--- config.mk ---
export PLATFORM = sky130hd
export DESIGN_NAME = rttt_ctrl
export DESIGN_NICKNAME = d
export VERILOG_FILES = /design/src/rttt_pkg.sv /design/src/rttt_ctrl.sv
export SDC_FILE = /design/constraint.sdc
export NUM_CORES = 1
export LEC_CHECK = 0
export ABC_CLOCK_PERIOD_IN_PS = 1800
export BUFFER_PORTS_ARGS = -buffer_cell sky130_fd_sc_hd__buf_2
export CAP_MARGIN = 20
export CELL_PAD_IN_SITES_DETAIL_PLACEMENT = 2
export CELL_PAD_IN_SITES_GLOBAL_PLACEMENT = 2
export CORE_MARGIN = 5
export CORE_UTILIZATION = 22
export DETAILED_ROUTE_END_ITERATION = 6
export PLACE_DENSITY = 0.68
export REMOVE_ABC_BUFFERS = 1
export SETUP_SLACK_MARGIN = 0.4
export SLEW_MARGIN = 25
export SYNTH_ARGS = -nofsm -noshare
export SYNTH_HDL_FRONTEND = slang
export SYNTH_SLANG_ARGS = --single-unit
export TNS_END_PERCENT = 5
--- constraint.sdc ---
create_clock -name clock -period 1.8 [get_ports clock]
set_clock_uncertainty 0.2 [all_clocks]
set_input_delay 0.09 -clock clock [delete_from_list [all_inputs] [get_ports clock]]
set_output_delay 0.09 -clock clock [all_outputs]
set_load 0.01 [all_outputs]
--- src/rttt_pkg.sv ---
// Shared types, codes and constants of the radar target tally table
package rttt_pkg;

   localparam int TABLE_DEPTH_DEF = 64;

   localparam logic [1:0] CMD_FRAME  = 2'd0;
   localparam logic [1:0] CMD_TARGET = 2'd1;
   localparam logic [1:0] CMD_CLEAR  = 2'd2;

   localparam logic [2:0] ST_IGNORED  = 3'd0;
   localparam logic [2:0] ST_FILTERED = 3'd1;
   localparam logic [2:0] ST_MATCHED  = 3'd2;
   localparam logic [2:0] ST_INSERTED = 3'd3;
   localparam logic [2:0] ST_FULL     = 3'd4;
   localparam logic [2:0] ST_FRAME    = 3'd5;
   localparam logic [2:0] ST_CLEARED  = 3'd6;

   localparam logic [2:0] REG_FILTER_CONTROL = 3'd0;
   localparam logic [2:0] REG_REF_DISTANCE   = 3'd1;
   localparam logic [2:0] REG_REF_AZIMUTH    = 3'd2;
   localparam logic [2:0] REG_REF_ELEVATION  = 3'd3;
   localparam logic [2:0] REG_REF_SPEED      = 3'd4;
   localparam logic [2:0] REG_REF_RCS        = 3'd5;
   localparam logic [2:0] REG_REF_SNR        = 3'd6;
   localparam logic [2:0] REG_REF_MAGNITUDE  = 3'd7;

   localparam logic [16:0] WIN_RANGE = 17'd200;
   localparam logic [16:0] WIN_ANGLE = 17'd500;
   localparam logic [16:0] WIN_SPEED = 17'd200;
   localparam logic [16:0] WIN_DB    = 17'd50;
   localparam logic [16:0] TOL_POS   = 17'd5;
   localparam logic [16:0] TOL_MAG   = 17'd30;

   localparam logic [13:0] PERMYRIAD = 14'd10000;
   localparam logic [3:0]  DIV_STEPS_M1 = 4'd13;

   typedef struct packed {
      logic [1:0]         command;
      logic [7:0]         profile_code;
      logic [15:0]        object_count;
      logic signed [15:0] speed;
      logic signed [15:0] azimuth;
      logic [31:0]        distance;
      logic [15:0]        magnitude;
      logic signed [15:0] rcs;
      logic signed [15:0] snr;
      logic signed [15:0] elevation;
   } rttt_item_type;

   typedef struct packed {
      logic load;
      logic exec;
      logic search;
      logic update;
      logic mul;
      logic div_step;
      logic out_load;
   } rttt_cmd_type;

   typedef struct packed {
      logic go;
      logic found;
      logic miss;
      logic div_last;
   } rttt_stat_type;

   function automatic logic [16:0] absdiff17(logic signed [16:0] a, logic signed [16:0] b);
      logic signed [17:0] d;
      d = 18'(a) - 18'(b);
      return (d < 0) ? 17'(-d) : 17'(d);
   endfunction

   function automatic logic [31:0] absdiff32(logic [31:0] a, logic [31:0] b);
      logic signed [32:0] d;
      d = $signed({1'b0, a}) - $signed({1'b0, b});
      return (d < 0) ? 32'(-d) : 32'(d);
   endfunction

   function automatic logic [31:0] sat_inc(logic [31:0] v);
      return (v == 32'hFFFF_FFFF) ? v : v + 32'd1;
   endfunction

endpackage

--- src/rttt_ctrl.sv ---
// Controller state machine sequencing decode, table search, update and ratio division
module rttt_ctrl (
   input  logic                   clock,
   input  logic                   reset,
   input  logic                   req_valid,
   output logic                   req_ready,
   output logic                   rsp_valid,
   input  logic                   rsp_ready,
   input  rttt_pkg::rttt_stat_type stat,
   output rttt_pkg::rttt_cmd_type  cmd
);
   import rttt_pkg::*;

   localparam logic [2:0] S_IDLE   = 3'd0;
   localparam logic [2:0] S_EXEC   = 3'd1;
   localparam logic [2:0] S_SEARCH = 3'd2;
   localparam logic [2:0] S_UPDATE = 3'd3;
   localparam logic [2:0] S_MUL    = 3'd4;
   localparam logic [2:0] S_DIV    = 3'd5;
   localparam logic [2:0] S_RESULT = 3'd6;

   logic [2:0] state_ff, state_in;
   logic       rsp_valid_ff, rsp_valid_in;
   logic       slot_free;

   assign req_ready = (state_ff == S_IDLE);
   assign rsp_valid = rsp_valid_ff;
   assign slot_free = !rsp_valid_ff || rsp_ready;

   always_comb begin
      state_in     = state_ff;
      rsp_valid_in = rsp_valid_ff && !rsp_ready;
      cmd          = '0;
      case (state_ff)
         S_IDLE: begin
            if (req_valid) begin
               cmd.load = 1'b1;
               state_in = S_EXEC;
            end
         end
         S_EXEC: begin
            cmd.exec = 1'b1;
            state_in = stat.go ? S_SEARCH : S_RESULT;
         end
         S_SEARCH: begin
            cmd.search = 1'b1;
            if (stat.found || stat.miss) state_in = S_UPDATE;
         end
         S_UPDATE: begin
            cmd.update = 1'b1;
            state_in   = S_MUL;
         end
         S_MUL: begin
            cmd.mul  = 1'b1;
            state_in = S_DIV;
         end
         S_DIV: begin
            cmd.div_step = 1'b1;
            if (stat.div_last) state_in = S_RESULT;
         end
         S_RESULT: begin
            if (slot_free) begin
               cmd.out_load = 1'b1;
               rsp_valid_in = 1'b1;
               state_in     = S_IDLE;
            end
         end
         default: state_in = S_IDLE;
      endcase
   end

   always_ff @(posedge clock) begin
      if (reset) begin
         state_ff     <= S_IDLE;
         rsp_valid_ff <= 1'b0;
      end else begin
         state_ff     <= state_in;
         rsp_valid_ff <= rsp_valid_in;
      end
   end
endmodule

==> results by group, run 1 <==
Finish
  • Area of the multi-input gates: about 230 um^2
  • Nets: around 70
  • Ant diodes: 0
  • Fin cells: 74
  • Share of cells above drive strength 1: ~57%
  • Register area: slightly above 90 um^2
  • Area Overhead vs Synth: 50.75%
  • Fillcell total: 180

Floorplan
  • Die span in y: around 50 um
  • Full die area: around 0.0024 mm^2
  • CORE AREA: ~0.0015 mm^2
  • I/O pins: 17
  • Rows: 14
  • Initial Util: a little under a quarter
  • Die extent in x: about 50 um

Critical path
  • CP Capture Type: output port
  • Slowest stage cell, crit path: dfxtp_4
  • CP Data Arrival Time: between 1 and 1.5 ns
  • Max FO, Critical Path: 5
  • FF-to-FF path depth: 3
  • Max incr delay on CP: between 0.3 and 0.4 ns
  • Critical path depth: 4
  • FF-to-FF Start: state_ff[1]
  • CP Launch Type: flop
  • CP Class: flop to output port
  • CP Cell Sequence: buf_6 > nor3_2 > and2_1 > buf_2
  • CP top delay family: flip-flops
  • Reg2reg setup slack: 0.40 ns
  • Reg2reg end: state_ff[0]
  • CP bufs+invs: 2
  • Required @ worst endpoint: between 1.5 and 2 ns

Synth
  • #FFs+latches synth: 4
  • Post-synth EDFFs: 0
  • Sequential cell area fraction in the yosys report: roughly 24%
  • Avg Inst Size Synth: 9.245 um^2
  • Unique masters post-synth: 21
  • Top cells by instance count after synthesis: 4 x dfxtp_1, 4 x nor3_1, 3 x a21oi_1, 3 x nand2b_1, 3 x nor2_1
  • Synthesis Warnings: 0
  • Prevailing post-synth register cell: dfxtp_1
  • Post-Syn Area: 332.8 um^2
  • Synth area leader: dfxtp_1
  • Async set or reset register ratio after synthesis: 0%
  • Yosys top cell area share: about a quarter
  • Top area cells in the synthesized netlist: dfxtp_1 24%, o41ai_4 8.3%, buf_6 6.8%
  • Synthesized instance count: 36

STA
  • Fin crit share: 78.55%
  • Setup TNS: 0 ns
  • Final count of pins violating max slew: 0
  • Setup ws final: 0.3861 ns
  • RSZ-0062 raised after global routing: yes
  • Worst-margin pin slew: 0.3275 ns
  • # setup viols final: 0
  • Min Tclk post-route: between 1 and 1.5 ns
  • Fmax: just over 700 MHz
  • Final Hold Viols: 0
  • Relative slew slack: 78.09%

Power and ir drop
  • Net Sw Frac: ~37%
  • Worst vdd ir: between 0.3 and 0.4 mV
  • Seq pwr share: a little under a third
  • Comb power frac: between 40% and 50%
  • Internal power: 0.2799 mW
  • Power Total: ~0.44 mW
  • LEAKAGE: roughly 0.25 nW
  • Pwr Density: just under 900 mW/mm^2
  • Proportion of power drawn by the clock network: approximately a quarter
  • Switch Pwr: 0.1619 mW

Clocking
  • TritonCTS clock tree: built
  • Clock-pin slew of the registers on the worst-case setup and hold paths: ~0.040 ns
  • Clock Sinks: 4
  • Clk Latency, worst-skew pair: around 0.24 ns
  • Clk root buf: clkbuf_4
  • CTS H-tree depth: 1
  • TritonCTS buffer count: 3
  • CTS Buffer Depth: 2

Global route
  • Vias in the first global route: approximately 390
  • GRT overflow: 0
  • Initial antenna violation count: 0
  • GRT Util Overall: ~9.8%
  • First-pass GRT wire length: ~1800 um
  • Largest net degree at the start of global routing: 13

Min path
  • Hold crit path type: primary input to flop
  • Worst Hold Launch: rsp_ready
  • Hold depth: 3
  • WHS Endpoint: rsp_valid

Drt
  • WL/cell: between 10 and 15 um
  • Via count: ~340
  • DRT iter0 DRCs: 1
  • DR pass1 iterations: 3
  • Post-DR vias/cell: 4.649
  • Antenna Violating Nets Remaining: 0
  • Final WL: around 1100 um
  • # DRC: 0

Job
  • Max Cap Viol: 0

Status
  • Status: finished, final reports clean

Place
  • GP Congestion: approximately 0.66
  • I/O Buffers: 16
  • Pre-CTS setup slack: around 0.18 ns
  • DP Wirelength: 786.9 um
  • Cells after DPL: 66
==> power groups by stage <==
stage / Combinational (mW) / Clock [mW] / Sequential (mW)
finish: 0.185 / 0.118 / 0.139
global route: 0.201 / 0.131 / 0.143
CTS: 0.186 / 0.120 / 0.138
detailed placement: 0.151 / 0 / 0.140
global placement: 0.149 / 0 / 0.138
floorplan: 0.0938 / 0 / 0.134
==> final cells by class <==
cell class | instances | area share [%]
inverter | 1 | 0.7481
sequential | 4 | 18.20
clock buffer | 3 | 4.489
multi-input combinational | 28 | 46.38
tap | 16 | 3.990
timing repair buffer | 22 | 26.18
==> repair_timing <==
| action | 4_1_cts | 5_1_grt |
|---|---|---|
| gates resized for setup | 9 | 0 |
| setup endpoints to repair | 11 | 9 |
| buffers inserted | 4 | 0 |
| gates cloned | 0 | 0 |
| hold buffers | 1 | 0 |
| endpoints found under the hold margin | 3 | 0 |
| pin swaps | 2 | 0 |
==> logic make-up (layout without fill, tap and decap cells) <==
kind of cell    count (synthesis)  in the layout  synth area share [%]
compound gates                  6              6                 17.67
mux                             2              2                 6.015
simple gates                   20             20                 42.11
flops                           4              4                 24.06
buf+inv                         4             26                 10.15
==> placed cells by master, fill, tap and decap left out, types with 2 or more instances in the layout <==
cell type / instances
buf_2: 16
buf_4: 4
nor3_1: 3
nor2_1: 3
nand2b_1: 3
a21oi_1: 3
clkbuf_4: 3
dfxtp_4: 3
nor3b_1: 2
nor3_2: 2
mux2i_1: 2
==> worst max-delay path by stage <==
stage,start,to,slack (ns)
2_1_floorplan,state_ff[1],state_ff[2],0.28
3_3_place_gp,state_ff[0],state_ff[0],0.22
3_5_place_dp,state_ff[0],state_ff[0],0.18
4_1_cts,state_ff[1],cmd[0],0.39
5_1_grt,state_ff[1],cmd[6],0.32
6_report,state_ff[1],cmd[6],0.39
==> sequential cells by signal, summed over array words and instances (netlist names) <==
register   count
state_ff       3
rsp_valid      1
==> worst min-delay path, cell delays in order <==
cell	delay [ns]
buf_2	0.07
nand2b_1	0.15
a21oi_1	0.08
==> routing by layer <==
metal / track usage, % / wire length (um)
met3: 1.223 / 7
met4: 8.072 / 0
met1: 10.93 / 483
met2: 16.30 / 598
met5: 0 / 0
==> stage by stage <==
step	utilization, %	cell area [um^2]	hold WS, ns
final	34.10	501.7	0.01130
after CTS	34.10	501.7	0.02303
after floorplan	-	302.8	-0.04093
after global routing	34.10	501.7	0.05297
after global placement	27.89	410.4	0.1219
after detailed placement	27.89	410.4	0.1238
Power figures use the tool's default switching activity.
==> run 2, diff against run 1 <==
--- a/config.mk
+++ b/config.mk
@@ -5,15 +5,15 @@
 export SDC_FILE = /design/constraint.sdc
 export NUM_CORES = 1
 export LEC_CHECK = 0
-export ABC_CLOCK_PERIOD_IN_PS = 1800
+export ABC_CLOCK_PERIOD_IN_PS = 1160
 export BUFFER_PORTS_ARGS = -buffer_cell sky130_fd_sc_hd__buf_2
 export CAP_MARGIN = 20
 export CELL_PAD_IN_SITES_DETAIL_PLACEMENT = 2
 export CELL_PAD_IN_SITES_GLOBAL_PLACEMENT = 2
 export CORE_MARGIN = 5
-export CORE_UTILIZATION = 22
+export CORE_UTILIZATION = 20
 export DETAILED_ROUTE_END_ITERATION = 6
-export PLACE_DENSITY = 0.68
+export PLACE_DENSITY = 0.65
 export REMOVE_ABC_BUFFERS = 1
 export SETUP_SLACK_MARGIN = 0.4
 export SLEW_MARGIN = 25
==> constraint.sdc (replaced) <==
create_clock -name clock -period 1.16 [get_ports clock]
set_clock_uncertainty 0.2 [all_clocks]
set_input_delay 0.058 -clock clock [delete_from_list [all_inputs] [get_ports clock]]
set_output_delay 0.058 -clock clock [all_outputs]
set_load 0.01 [all_outputs]
==> run 2 against run 1 <==
Compared with the run above:
- the flow now finishes with violations (hold timing, setup timing)
- count of clock-buffer cells in the layout did not move
- final area up 18%
- first-iteration DRC count unchanged
- total power grew 76%
- critical path depth unchanged
- worst setup slack got worse by 0.69 ns
- global-route usage is 0.38 points higher
- sequential cell count stayed put
- combinational power grew 120%
- sequential share of layout area is 2.7 points lower
- largest power group unchanged
- highest routed layer is now met4
==> results by group, run 2 (synthesis results as in run 1) <==
Status
  • Status: complete, but fails checks
  • Failing checks: hold timing, setup timing

Global route
  • Initial antenna violation count: 0
  • Met1 Usage GRT: 11.34%
  • GRT overflow: 0
  • Vias in the first global route: 414
  • GR Util met2: ~18%
  • Largest net degree at the start of global routing: 7
  • Most Used Layer, Global Route: met2
  • Routing usage on met3: under 10%
  • GRT Util Overall: 10.19%
  • First-pass GRT wire length: just under 2000 um

STA
  • Final count of pins violating max slew: 0
  • Setup ws final: -0.3063 ns
  • Final Hold Viols: 3
  • Min Tclk post-route: about 1.5 ns
  • Fmax: between 600 and 700 MHz
  • Relative slew slack: 78.17%
  • WHS: -0.1420 ns
  • Fin crit share: 126.4%
  • RSZ-0062 raised after global routing: yes
  • # setup viols final: 11
  • Worst-margin pin slew: 0.3263 ns

Power and ir drop
  • Proportion of power drawn by the clock network: between 20 and 25%
  • Internal power: ~0.51 mW
  • Net Sw Frac: about a third
  • Pwr Density: 1314 mW/mm^2
  • Seq pwr share: around 26%
  • Comb power frac: 52.0%
  • Switch Pwr: around 0.27 mW
  • Worst vdd ir: 0.5428 mV
  • LEAKAGE: 0.2738 nW

Critical path
  • Max incr delay on CP: 0.36 ns
  • CP Capture Type: output port
  • CP Data Arrival Time: 1.21 ns
  • CP top delay family: flip-flops
  • CP bufs+invs: 2
  • CP Cell Sequence: nand3b_2 > buf_6 > nor2b_2 > buf_2
  • Required @ worst endpoint: roughly 0.90 ns
  • Slowest stage cell, crit path: dfxtp_4
  • CP Launch Type: flop
  • Max FO, Critical Path: 6
  • CP Class: flop to output port

Finish
  • Area of the multi-input gates: 244.0 um^2
  • Final instance area: roughly 590 um^2
  • Ant diodes: 0
  • Nets: 75
  • Register area: roughly 91 um^2
  • Share of cells above drive strength 1: 69.23%
  • Commonest non-fill, non-tap cell in the layout: buf_2
  • Number of flip-flops in the largest register: 3
  • Top reg by flops: state_ff
  • Fillcell total: 182
  • Commonest non-fill, non-tap cells in the layout: 16 x buf_2, 7 x buf_4, 5 x buf_6
  • Area Overhead vs Synth: 77.44%

Place
  • Post-placement cell area: 493.0 um^2
  • DP Wirelength: approximately 960 um
  • Pre-CTS setup slack: -0.3142 ns
  • I/O Buffers: 16
  • GP Congestion: about 0.67

Clocking
  • CTS H-tree depth: 1
  • Clk Latency, worst-skew pair: roughly 0.24 ns
  • Clock Sinks: 4
  • Clk root buf: clkbuf_4
  • TritonCTS clock tree: built
  • TritonCTS buffer count: 3
  • Clock-pin slew of the registers on the worst-case setup and hold paths: 0.03 ns
  • CTS Buffer Depth: 2

Drt
  • DRT iter0 DRCs: 1
  • Post-DR vias/cell: 4.617
  • Via count: between 300 and 400
  • # DRC: 0
  • WL/cell: between 10 and 15 um
  • DR pass1 iterations: 3
  • Final WL: 1213 um
  • Antenna Violating Nets Remaining: 0

Floorplan
  • Initial Util: roughly 22%
  • I/O pins: 17
  • CORE AREA: roughly 0.0015 mm^2
  • Full die area: between 0.002 and 0.003 mm^2
  • Die span in y: 50.80 um
  • Rows: 14
  • Die extent in x: between 50 and 60 um

Min path
  • Hold crit path type: primary input to flop

Job
  • Max Cap Viol: 0
==> run 2: cell types whose count changed in the layout (fill, tap and decap cells not counted), sizes merged <==
cell and delta:
buf +8, dlygate4sd3 -1
==> run 2: timing repair <==
| action | in CTS | in global routing |
|---|---|---|
| buffers inserted | 1 | 0 |
| endpoints found under the setup margin | 13 | 13 |
| pin swaps | 4 | 1 |
| endpoints found under the hold margin | 4 | 3 |
| resized for setup | 13 | 4 |
==> run 2: power groups by stage <==
| stage | Sequential [mW] | Combinational [mW] | Clock [mW] |
|---|---|---|---|
| final | 0.200 | 0.404 | 0.172 |
| after global routing | 0.204 | 0.440 | 0.196 |
| after CTS | 0.199 | 0.404 | 0.186 |
| after detailed placement | 0.194 | 0.339 | 0 |
| after global placement | 0.192 | 0.330 | 0 |
| after floorplan | 0.208 | 0.145 | 0 |
==> run 2: area by class of cell <==
| class | instances | area share [%] |
|---|---|---|
| Timing Repair Buffer | 29 | 35.38 |
| Clock buffer | 3 | 3.814 |
| Multi-Input combinational cell | 28 | 41.31 |
| Tap cell | 16 | 3.390 |
| Sequential cell | 4 | 15.47 |
| Inverter | 1 | 0.6356 |
==> run 2: routing by layer <==
| metal | vias to the layer above | share of wire [%] | wire [um] |
|---|---|---|---|
| met5 | - | 0 | 0 |
| li1 | 189 | - | - |
| met1 | 180 | 42 | 505 |
| met2 | 3 | 55 | 671 |
| met4 | 0 | 1.6 | 19 |
| met3 | 2 | 1.3 | 16 |
==> run 2: path summary, 6_finish.rpt <==
check / endpoint / cells past startpoint / start / slack, ns
setup / recovery: cmd[0] / 4 / state_ff[0] / -0.31
hold / removal: rsp_valid / 2 / reset / -0.14
setup reg to reg: state_ff[0] / 3 / state_ff[1] / -0.25
hold reg to reg: rsp_valid / 3 / rsp_valid / 0.45
==> run 2: through the flow <==
step                hold WS (ns)  power [mW]  TNS [ns]  utilization, %  instances
finish                   -0.1420      0.7760    -2.527           38.31         81
global route             -0.1444      0.8405    -3.366           38.31         81
floorplan               -0.07293      0.3537    -1.032               -         33
CTS                      -0.1618      0.7896    -2.705           37.50         81
global placement         0.08854      0.5223    -1.662           31.98         77
detailed placement        0.1000      0.5333    -2.113           31.98         77
==> run 2: worst register-to-register path, stage by stage (launching register included) <==
cell,delay (ns)
dfxtp_4,0.36
o41ai_4,0.41
o31ai_1,0.12
and3b_1,0.20
